**src/hdl/tvf_pkg.sv**
```systemverilog
// Shared types, constants and state codes of the trilinear vector field lookup.
`timescale 1ns / 1ps
package tvf_pkg;

  localparam int VAL_W   = 32;
  localparam int ADDR_W  = 18;
  localparam int IDX_W   = 10;
  localparam int FRAC_W  = 17;
  localparam int CFG_IW  = 3;
  localparam int ACC_W   = 66;
  localparam int STORE_D = 1 << ADDR_W;
  localparam int QDEPTH  = 2;

  localparam int DEF_NODES_X = 64;
  localparam int DEF_NODES_Y = 64;
  localparam int DEF_NODES_Z = 64;

  localparam logic [FRAC_W-1:0] ONE_Q16      = 17'h10000;
  localparam logic [VAL_W-1:0]  INV_STEP_RST = 32'h0001_0000;

  localparam logic FUNC_LOAD  = 1'b0;
  localparam logic FUNC_QUERY = 1'b1;

  typedef enum logic [CFG_IW-1:0] {
    REG_ORIGIN_X   = 3'd0,
    REG_ORIGIN_Y   = 3'd1,
    REG_ORIGIN_Z   = 3'd2,
    REG_INV_STEP_X = 3'd3,
    REG_INV_STEP_Y = 3'd4,
    REG_INV_STEP_Z = 3'd5
  } cfg_reg_t;

  typedef enum logic [1:0] {
    FS_IDLE,
    FS_MUL,
    FS_CLAMP,
    FS_PUSH
  } front_state_t;

  typedef enum logic [1:0] {
    BS_IDLE,
    BS_RUN,
    BS_DRAIN
  } back_state_t;

  typedef struct packed {
    logic                     func;
    logic [ADDR_W-1:0]        node_addr;
    logic [2:0][VAL_W-1:0]    val;
    logic [2:0][IDX_W-1:0]    lo;
    logic [2:0][FRAC_W-1:0]   frac;
  } req_t;

endpackage

```
**src/hdl/tvf_queue.sv**
```systemverilog
// Short request queue between the front and back parts.
`timescale 1ns / 1ps
module tvf_queue
  import tvf_pkg::*;
(
  input  logic clk,
  input  logic rst,
  input  logic push,
  input  req_t push_req,
  input  logic pop,
  output req_t head,
  output logic empty,
  output logic full
);

  localparam int PW = (QDEPTH > 1) ? $clog2(QDEPTH) : 1;

  req_t           slots [QDEPTH];
  logic [PW-1:0]  wptr;
  logic [PW-1:0]  rptr;
  logic [PW:0]    count;

  assign head  = slots[rptr];
  assign empty = (count == '0);
  assign full  = (count == (PW+1)'(QDEPTH));

  always_ff @(posedge clk) begin
    if (rst) begin
      wptr  <= '0;
      rptr  <= '0;
      count <= '0;
    end else begin
      if (push) begin
        wptr <= (wptr == PW'(QDEPTH - 1)) ? '0 : wptr + 1'b1;
      end
      if (pop) begin
        rptr <= (rptr == PW'(QDEPTH - 1)) ? '0 : rptr + 1'b1;
      end
      count <= count + (PW+1)'(push) - (PW+1)'(pop);
    end
  end

  always_ff @(posedge clk) begin
    if (push) begin
      slots[wptr] <= push_req;
    end
  end

endmodule

```
**config.mk**
```make
export PLATFORM = sky130hd
export DESIGN_NAME = tvf_queue
export DESIGN_NICKNAME = d
export VERILOG_FILES = /design/src/hdl/tvf_pkg.sv /design/src/hdl/tvf_queue.sv
export SDC_FILE = /design/constraint.sdc
export NUM_CORES = 1
export LEC_CHECK = 0
export ABC_AREA = 1
export BUFFER_PORTS_ARGS = -buffer_cell sky130_fd_sc_hd__buf_2
export CAP_MARGIN = 20
export CORE_MARGIN = 2
export CORE_UTILIZATION = 47
export CTS_CLUSTER_DIAMETER = 150
export DETAILED_ROUTE_END_ITERATION = 16
export PLACE_DENSITY = 0.78
export SKIP_CTS_REPAIR_TIMING = 1
export SYNTH_ARGS = -nofsm -noshare
export SYNTH_HDL_FRONTEND = slang
export SYNTH_SLANG_ARGS = --single-unit
export TNS_END_PERCENT = 50
```
**constraint.sdc**
```tcl
create_clock -name clk -period 8.3 [get_ports clk]
set_clock_uncertainty 0.05 [all_clocks]
set_input_delay 0 -clock clk [delete_from_list [all_inputs] [get_ports clk]]
set_output_delay 0 -clock clk [all_outputs]
set_load 0.05 [all_outputs]
```
==> run metrics <==
status=complete, no violations; Seq/Total Area, Yosys=0.7944; antenna-violating nets left=0; cell count after synthesis=641; total gr overflow=0; Critical Path RT=8250 ps; CTS tree=done; die span in y=182.3 um; hpwl dp=19.80 mm; most common cell after layout, fill and taps aside=buf_2; Syn Area/Cell=23.31 um^2; Crit path arrival time=3570 ps; Synth Net Count=843; cell area power density=241.4 nW/um^2; WL/cell=19.18 um; Starting Density=0.4760; flops & latches, synth=397; Starting DRT DRC Count=490; synth warn=0; worst slew pin tran=1099 ps; share of layout cells above drive strength 1=0.5112; final design utilization=0.6545; DP Worst Slack=5253 ps; initial antenna violation count=2; Worst-Skew Late Latency=510 ps; Residual DRC=0; clk slew on worst S/H paths=60 ps; first-pass GRT wire length=42.13 mm; maxcap violations=0; hold slack=155.1 ps; Post-Syn Area=14,940 um^2; setup tns final=0 ps; Bufs on Longest Clock Path=3; largest net degree at the start of global routing=120; Critical Path Sink Type=output pin; Die W=182.3 um; Final period util=0.4362; Area after DPL=17,290 um^2; count of final setup violators=0; final setup margin=4680 ps; CP startpoint kind=flip-flop; gpl congestion=0.7394; dpl cells=1,425; total routed wirelength=32.58 mm; Hold Path Class=input pin to flip-flop; # rows=65; Avg Vias per Cell=4.881; Crit Path Class=flip-flop to output pin; CORE AREA=31,390 um^2; worst-path maximum fanout=65; Post-Layout Cell Count=1,699; Top Ports=398; commonest non-fill, non-tap cells in the layout=397 x buf_2, 392 x edfxtp_1, 200 x dlygate4sd3_1, 140 x mux2_4, 56 x mux2_2; synth-to-layout area growth=37.49%; H-tree lvl count=2; Num CTS Buffers=40; total power=4.959 mW; RSZ-0062 raised after global routing=false; all-layer global routing usage=0.1658; final hold vios=0; Static Leakage=8.126 nW; Synth cell types=14; max-slew violations=0; clock root buffer=clkbuf_16; nets@finish=1,467; die area=33,240 um^2; clk sink count=397; Final min period=3620 ps; Max Fclk=276.2 MHz; DR vias=8,293; DRT Pass-1 Iters=5; Worst VDD drop=0.2064 mV; I/O Buffers=397; max_slew headroom=0.2676; post-layout instance area=20,550 um^2; vias in the first global route=7,534
-- state kept, by name, indices dropped and copies added (netlist names), named ones only --
name / flops
wptr: 1
count: 2
slots: 392
rptr: 1
-- report_power, final --
group          internal [mW]  switching, mW
logic                  0.313          0.574
clock network          0.996          0.715
registers               2.33         0.0349
total                   3.64           1.32
-- final cells by class --
class	instances	area (um^2)
fillers	2017	10850
flip-flops and latches	397	11880
inverters	8	37.54
clock inverters	27	210.2
repair buffers	604	4041
multi-input cells	214	2834
clock buffers	45	1041
well taps	402	503.0
diodes	2	5.005
-- cell usage after synthesis, drive strengths merged --
library cell  instances  area share
nand2                 4      0.0010
nor2                  8      0.0020
xnor2                 1     0.00059
ha                    2      0.0017
dfxtp                 5      0.0067
a21oi                 1     0.00033
mux2                196        0.18
buf                  22       0.014
edfxtp              392        0.79
inv                   8      0.0020
nor3                  1     0.00033
nand3                 1     0.00033
-- layer usage --
layer | up-vias | wire (um) | global-route usage
li1 | 3793 | - | -
met1 | 4043 | 12130 | 0.1907
met4 | 2 | 849 | 0.07323
met3 | 67 | 2328 | 0.05668
met5 | - | 11 | 0
met2 | 388 | 17260 | 0.2827
-- worst max-delay path: stages, from the launching register on --
cell	delay [ps]
dfxtp_4	550
buf_4	870
buf_4	920
mux2_4	360
buf_2	210
-- logic make-up (layout without fill, tap and decap cells) --
logic type | count (synthesis) | after routing | synth area share
flops | 397 | 397 | 0.7944
other cells | 0 | 2 | 0
fa+ha+maj | 2 | 2 | 0.001674
simple gates | 14 | 14 | 0.003683
compound gates | 1 | 1 | 0.0003346
mux | 196 | 196 | 0.1829
buf+inv | 30 | 684 | 0.01649
xor+xnor | 1 | 1 | 0.0005862
-- final timing paths --
path                    to  depth (start not counted)  slack, ps          from
max reg2reg  slots[0][150]                          3       5450          wptr
max              head[150]                          4       4680     flip-flop
min reg2reg           wptr                          2        500          wptr
min           slots[1][85]                          2        160  push_req[85]
Power figures use the tool's default switching activity.
