### config.mk
export PLATFORM = sky130hd
export DESIGN_NAME = tvf_front
export DESIGN_NICKNAME = d
export VERILOG_FILES = /design/src/hdl/tvf_pkg.sv /design/src/hdl/tvf_front.sv
export SDC_FILE = /design/constraint.sdc
export NUM_CORES = 2
export LEC_CHECK = 0
export BUFFER_PORTS_ARGS = -buffer_cell sky130_fd_sc_hd__buf_2
export CAP_MARGIN = 30
export CELL_PAD_IN_SITES_DETAIL_PLACEMENT = 2
export CELL_PAD_IN_SITES_GLOBAL_PLACEMENT = 2
export CORE_MARGIN = 2
export CORE_UTILIZATION = 41
export CTS_CLUSTER_DIAMETER = 150
export DETAILED_ROUTE_END_ITERATION = 10
export PLACE_DENSITY = 0.84
export SLEW_MARGIN = 20
export SYNTH_ARGS = -nofsm -noshare
export SYNTH_HDL_FRONTEND = slang
export SYNTH_SLANG_ARGS = --single-unit
### constraint.sdc
create_clock -name clk -period 31.9 [get_ports clk]
set_clock_uncertainty 0.15 [all_clocks]
set_input_delay 4.785 -clock clk [delete_from_list [all_inputs] [get_ports clk]]
set_output_delay 4.785 -clock clk [all_outputs]
set_load 0.02 [all_outputs]
### src/hdl/tvf_pkg.sv
// Shared types, constants and state codes of the trilinear vector field lookup.
`timescale 1ns / 1ps
package tvf_pkg;

  localparam int VAL_W   = 32;
  localparam int ADDR_W  = 18;
  localparam int IDX_W   = 10;
  localparam int FRAC_W  = 17;
  localparam int CFG_IW  = 3;
  localparam int ACC_W   = 66;
  localparam int STORE_D = 1 << ADDR_W;
  localparam int QDEPTH  = 2;

  localparam int DEF_NODES_X = 64;
  localparam int DEF_NODES_Y = 64;
  localparam int DEF_NODES_Z = 64;

  localparam logic [FRAC_W-1:0] ONE_Q16      = 17'h10000;
  localparam logic [VAL_W-1:0]  INV_STEP_RST = 32'h0001_0000;

  localparam logic FUNC_LOAD  = 1'b0;
  localparam logic FUNC_QUERY = 1'b1;

  typedef enum logic [CFG_IW-1:0] {
    REG_ORIGIN_X   = 3'd0,
    REG_ORIGIN_Y   = 3'd1,
    REG_ORIGIN_Z   = 3'd2,
    REG_INV_STEP_X = 3'd3,
    REG_INV_STEP_Y = 3'd4,
    REG_INV_STEP_Z = 3'd5
  } cfg_reg_t;

  typedef enum logic [1:0] {
    FS_IDLE,
    FS_MUL,
    FS_CLAMP,
    FS_PUSH
  } front_state_t;

  typedef enum logic [1:0] {
    BS_IDLE,
    BS_RUN,
    BS_DRAIN
  } back_state_t;

  typedef struct packed {
    logic                     func;
    logic [ADDR_W-1:0]        node_addr;
    logic [2:0][VAL_W-1:0]    val;
    logic [2:0][IDX_W-1:0]    lo;
    logic [2:0][FRAC_W-1:0]   frac;
  } req_t;

endpackage

### src/hdl/tvf_front.sv
// Front part: configuration registers, request capture and per-axis index and fraction.
`timescale 1ns / 1ps
module tvf_front
  import tvf_pkg::*;
#(
  parameter int NODES_X = DEF_NODES_X,
  parameter int NODES_Y = DEF_NODES_Y,
  parameter int NODES_Z = DEF_NODES_Z
) (
  input  logic              clk,
  input  logic              rst,
  input  logic              cfg_we,
  input  logic [CFG_IW-1:0] cfg_index,
  input  logic [VAL_W-1:0]  cfg_wdata,
  input  logic              start,
  output logic              busy,
  input  logic              func,
  input  logic [ADDR_W-1:0] node_addr,
  input  logic [VAL_W-1:0]  load_vx,
  input  logic [VAL_W-1:0]  load_vy,
  input  logic [VAL_W-1:0]  load_vz,
  input  logic [VAL_W-1:0]  pos_x,
  input  logic [VAL_W-1:0]  pos_y,
  input  logic [VAL_W-1:0]  pos_z,
  input  logic              q_full,
  output logic              q_push,
  output req_t              q_req
);

  localparam logic [IDX_W-1:0] NMAX_X = IDX_W'(NODES_X - 1);
  localparam logic [IDX_W-1:0] NMAX_Y = IDX_W'(NODES_Y - 1);
  localparam logic [IDX_W-1:0] NMAX_Z = IDX_W'(NODES_Z - 1);

  front_state_t state, state_next;

  logic [VAL_W-1:0]       origin   [3];
  logic [VAL_W-1:0]       inv_step [3];
  logic [VAL_W-1:0]       pos      [3];
  logic [1:0]             ax;
  logic [2*VAL_W-1:0]     prod;
  req_t                   req;

  logic                   accept;
  logic signed [VAL_W:0]  diff;
  logic [IDX_W-1:0]       nmax;
  logic [47:0]            fi;
  logic [47:0]            cap;
  logic [47:0]            fc;
  logic [IDX_W-1:0]       lo_c;
  logic [IDX_W-1:0]       lo_v;
  logic [FRAC_W-1:0]      frac_v;

  assign accept = start && (state == FS_IDLE);
  assign busy   = (state != FS_IDLE);

  always_comb begin
    state_next = state;
    unique case (state)
      FS_IDLE:  if (start) state_next = (func == FUNC_QUERY) ? FS_MUL : FS_PUSH;
      FS_MUL:   state_next = FS_CLAMP;
      FS_CLAMP: state_next = (ax == 2'd2) ? FS_PUSH : FS_MUL;
      FS_PUSH:  if (!q_full) state_next = FS_IDLE;
      default:  state_next = FS_IDLE;
    endcase
  end

  always_comb begin
    q_push = (state == FS_PUSH) && !q_full;
    q_req  = req;
  end

  always_comb begin
    unique case (ax)
      2'd0:    nmax = NMAX_X;
      2'd1:    nmax = NMAX_Y;
      default: nmax = NMAX_Z;
    endcase
    diff   = $signed({pos[ax][VAL_W-1], pos[ax]}) - $signed({origin[ax][VAL_W-1], origin[ax]});
    fi     = prod[63:16];
    cap    = {22'd0, nmax, 16'd0};
    fc     = (fi > cap) ? cap : fi;
    lo_c   = fc[16 +: IDX_W];
    if ({1'b0, lo_c} + 11'd1 > {1'b0, nmax}) begin
      lo_v = (nmax >= IDX_W'(1)) ? nmax - 1'b1 : '0;
    end else begin
      lo_v = lo_c;
    end
    frac_v = FRAC_W'(fc[26:0] - {1'b0, lo_v, 16'd0});
  end

  always_ff @(posedge clk) begin
    if (rst) begin
      state       <= FS_IDLE;
      origin[0]   <= '0;
      origin[1]   <= '0;
      origin[2]   <= '0;
      inv_step[0] <= INV_STEP_RST;
      inv_step[1] <= INV_STEP_RST;
      inv_step[2] <= INV_STEP_RST;
    end else begin
      state <= state_next;
      if (cfg_we) begin
        unique case (cfg_index)
          REG_ORIGIN_X:   origin[0]   <= cfg_wdata;
          REG_ORIGIN_Y:   origin[1]   <= cfg_wdata;
          REG_ORIGIN_Z:   origin[2]   <= cfg_wdata;
          REG_INV_STEP_X: inv_step[0] <= cfg_wdata;
          REG_INV_STEP_Y: inv_step[1] <= cfg_wdata;
          REG_INV_STEP_Z: inv_step[2] <= cfg_wdata;
          default: ;
        endcase
      end
    end
  end

  always_ff @(posedge clk) begin
    if (accept) begin
      req.func      <= func;
      req.node_addr <= node_addr;
      req.val[0]    <= load_vx;
      req.val[1]    <= load_vy;
      req.val[2]    <= load_vz;
      pos[0]        <= pos_x;
      pos[1]        <= pos_y;
      pos[2]        <= pos_z;
      ax            <= 2'd0;
    end
    if (state == FS_MUL) begin
      prod <= (diff > 0) ? diff[VAL_W-1:0] * inv_step[ax] : '0;
    end
    if (state == FS_CLAMP) begin
      req.lo[ax]   <= lo_v;
      req.frac[ax] <= frac_v;
      ax           <= ax + 2'd1;
    end
  end

endmodule

==> results.sh <==
export IMPL_slowest_stage="a2111oi_1"
export IMPL_endpoint="prod[55]$_SDFFCE_PP0P_"
export IMPL_postCtsHoldBufs=0
export IMPL_post_cts_resized=0
export IMPL_grt_max_degree=96
export IMPL_cts_htree_levels=2
export IMPL_cp_num_cells=37
export IMPL_fp_coreArea_um2=128000
export IMPL_vias=41657
export IMPL_synth_top_area_share_pct=33.8
export IMPL_ff2ff_path_depth=37
export IMPL_fp_dieH_um=364
export IMPL_post_route_min_period_ns=13.79
export IMPL_setup_worst_path_end_class="flop"
export IMPL_drtPass1Iterations=6
export IMPL_worstSetupPathType="flop to flop"
export IMPL_post_route_drc_count=0
export IMPL_portBuffers=448
export IMPL_hold_class="flop to flop"
export IMPL_start_util_pct=41.5
export IMPL_die_area_um2=132000
export IMPL_synth_area_top_cells="fa_1 34%, edfxtp_1 30%, ha_1 7.0%"
export IMPL_fp_dieW_um=364
export IMPL_cts_num_sinks=538
export IMPL_dp_hpwl_mm=163
export IMPL_start_kind="flop"
export IMPL_fin_setup_tns_ns=0
export IMPL_hold_path_depth=1
export IMPL_yosysUniqueCellTypes=89
export IMPL_relSlewSlack_pct=27.8
export IMPL_wl_mm=231
export IMPL_timing_rr_end="prod[55]$_SDFFCE_PP0P_"
export IMPL_post_route_period_util_pct=43.2
export IMPL_path_max_fanout=35
export IMPL_rsz0062_at_grt="no"
export IMPL_grt_ovfl_total=0
export IMPL_grtUsageTotal_pct=35.1
export IMPL_crit_buf_inv=4
export IMPL_cts_buffers=59
export IMPL_cts_tree="yes"
export IMPL_syn_avg_cell_area_um2=10.7
export IMPL_fmax_mhz=72.5
export IMPL_antenna_found_initial=19
export IMPL_synth_common_cells="908 x inv_1, 896 x fa_1, 631 x nor2_1"
export IMPL_drv_slew=0
export IMPL_path_delay_family="adder cells"
export IMPL_cts_setup_buffers=0
export IMPL_drt_initial_drc_count=3564
export IMPL_syn_to_final_growth_pct=13.3
export IMPL_drv_cap=0
export IMPL_synth_main_ff_cell="edfxtp_1"
export IMPL_wire_per_inst_um=32.4
export IMPL_synth_cells=4968
export IMPL_synth_edf_count=534
export IMPL_setup_viol=0
export IMPL_reg2reg_slack_ns=18.11
export IMPL_ys_seq_area_share_pct=30.4
export IMPL_grt_first_pass_wirelength_mm=335
export IMPL_synth_async_reset_ratio_pct=0
export IMPL_gp_congestion=0.882
export IMPL_final_hold_viol_count=0
export IMPL_synth_area_leader_cell="fa_1"
export IMPL_ys_warn_count=0
export IMPL_viasPerCell=5.85
export IMPL_status="completed"
export IMPL_worstMarginPinSlew_ns=1.08
export IMPL_max_stage_delay_ns=0.91
export IMPL_drt_antenna_violating_nets=0
export IMPL_grt_pass1_vias=49976
export IMPL_crit_top_cell="fa_1"
export IMPL_rows=131
export IMPL_drive_above_1_share_pct=13.8
export IMPL_yosysMostFrequentCell="inv_1"
export IMPL_cp_arrival_ns=14.10
export IMPL_clock_path_buffers=3
export IMPL_final_nets=6848
export IMPL_io_pins=449
export IMPL_ys_ff_latch=538
export IMPL_clk_pin_slew_ns=0.08
export IMPL_synthesis_area_um2=53000
export IMPL_worst_ep_required_time_ns=32.21
export IMPL_cts_root_buf="clkbuf_16"
export IMPL_insertion_delay_ns=0.73
worst min-delay path by stage:
| stage | startpoint | slack, ns | endpoint |
|---|---|---|---|
| 5_1_grt | prod[16]$_SDFFCE_PP0P_ | 0.52 | q_req[34]$_DFFE_PP_ |
| 3_5_place_dp | prod[25]$_SDFFCE_PP0P_ | 0.46 | q_req[9]$_DFFE_PP_ |
| 6_report | state[1]$_SDFFE_PP0P_ | 0.47 | state[1]$_SDFFE_PP0P_ |
| 2_1_floorplan | ax[1]$_DFFE_PN_ | 0.32 | flop |
| 3_3_place_gp | prod[24]$_SDFFCE_PP0P_ | 0.43 | q_req[42]$_DFFE_PP_ |
| 4_1_cts | prod[25]$_SDFFCE_PP0P_ | 0.48 | q_req[43]$_DFFE_PP_ |
sequential cells by signal, indices dropped and copies added, names as in the netlist, named ones only:
register	count
prod	48
pos	96
origin	96
inv_step	96
q_req	196
ax	2
state	2
layout by cell type (no fill, tap or decap), types with 21 or more instances in the layout:
cell type,synthesis,layout
xnor2_1,63,49
fa_1,896,896
clkbuf_16,0,59
nand2_1,562,562
inv_1,908,908
buf_4,1,134
and2_1,132,132
buf_2,9,450
edfxtp_1,534,534
o21ai_0,92,76
ha_1,297,297
xor2_1,37,29
o21a_1,44,40
nand2b_1,37,37
o21ai_1,22,21
mux2i_1,97,97
a21oi_1,110,110
nor2_1,631,629
a21o_1,44,44
kinds of logic (layout without fill, tap and decap cells):
family                   count (synthesis)  after routing  share of synthesized area (%)
adder cells (fa/ha/maj)               1194           1194                           40.9
multiplexers                            98             98                           1.85
AND/OR/NAND/NOR                       1499           1499                           12.1
XOR/XNOR                               102            102                           1.74
other                                    1             25                        0.00708
AO/OA/AOI/OAI                          404            404                           4.93
buffers and inverters                 1132           1602                           8.09
flip-flops                             538            538                           30.4
metal layers:
layer / vias to the layer above / global-route usage [%] / routed length [um]
met5: - / 0 / 119
li1: 16352 / - / -
met2: 2576 / 59.6 / 113000
met1: 21567 / 37.6 / 77200
met4: 18 / 26.0 / 20300
met3: 1144 / 9.24 / 20300
metrics by stage:
stage	hold WS, ns	instance area, um2	setup WS, ns	instances	utilization (%)
3_5_place_dp	0.463	58000	18.18	6997	45.3
3_3_place_gp	0.433	57900	18.97	6996	45.3
2_1_floorplan	0.323	53000	17.45	4979	-
4_1_cts	0.476	59900	17.81	7103	46.8
5_1_grt	0.516	60000	17.85	7114	46.9
6_report	0.472	60000	18.11	7124	47.0
cell type report:
| type | instances | area (um2) |
|---|---|---|
| fillers | 13145 | 67800 |
| well taps | 1662 | 2080 |
| inverters | 908 | 3410 |
| clock buffers | 68 | 1510 |
| repair buffers | 588 | 3360 |
| flip-flops and latches | 538 | 16100 |
| diodes | 13 | 32.5 |
| multi-input cells | 3309 | 33100 |
| clock inverters | 38 | 423 |
Power is left out: the tool's default activity adds up to more than one toggle a clock period on the data nets, which glitch-free logic cannot reach.
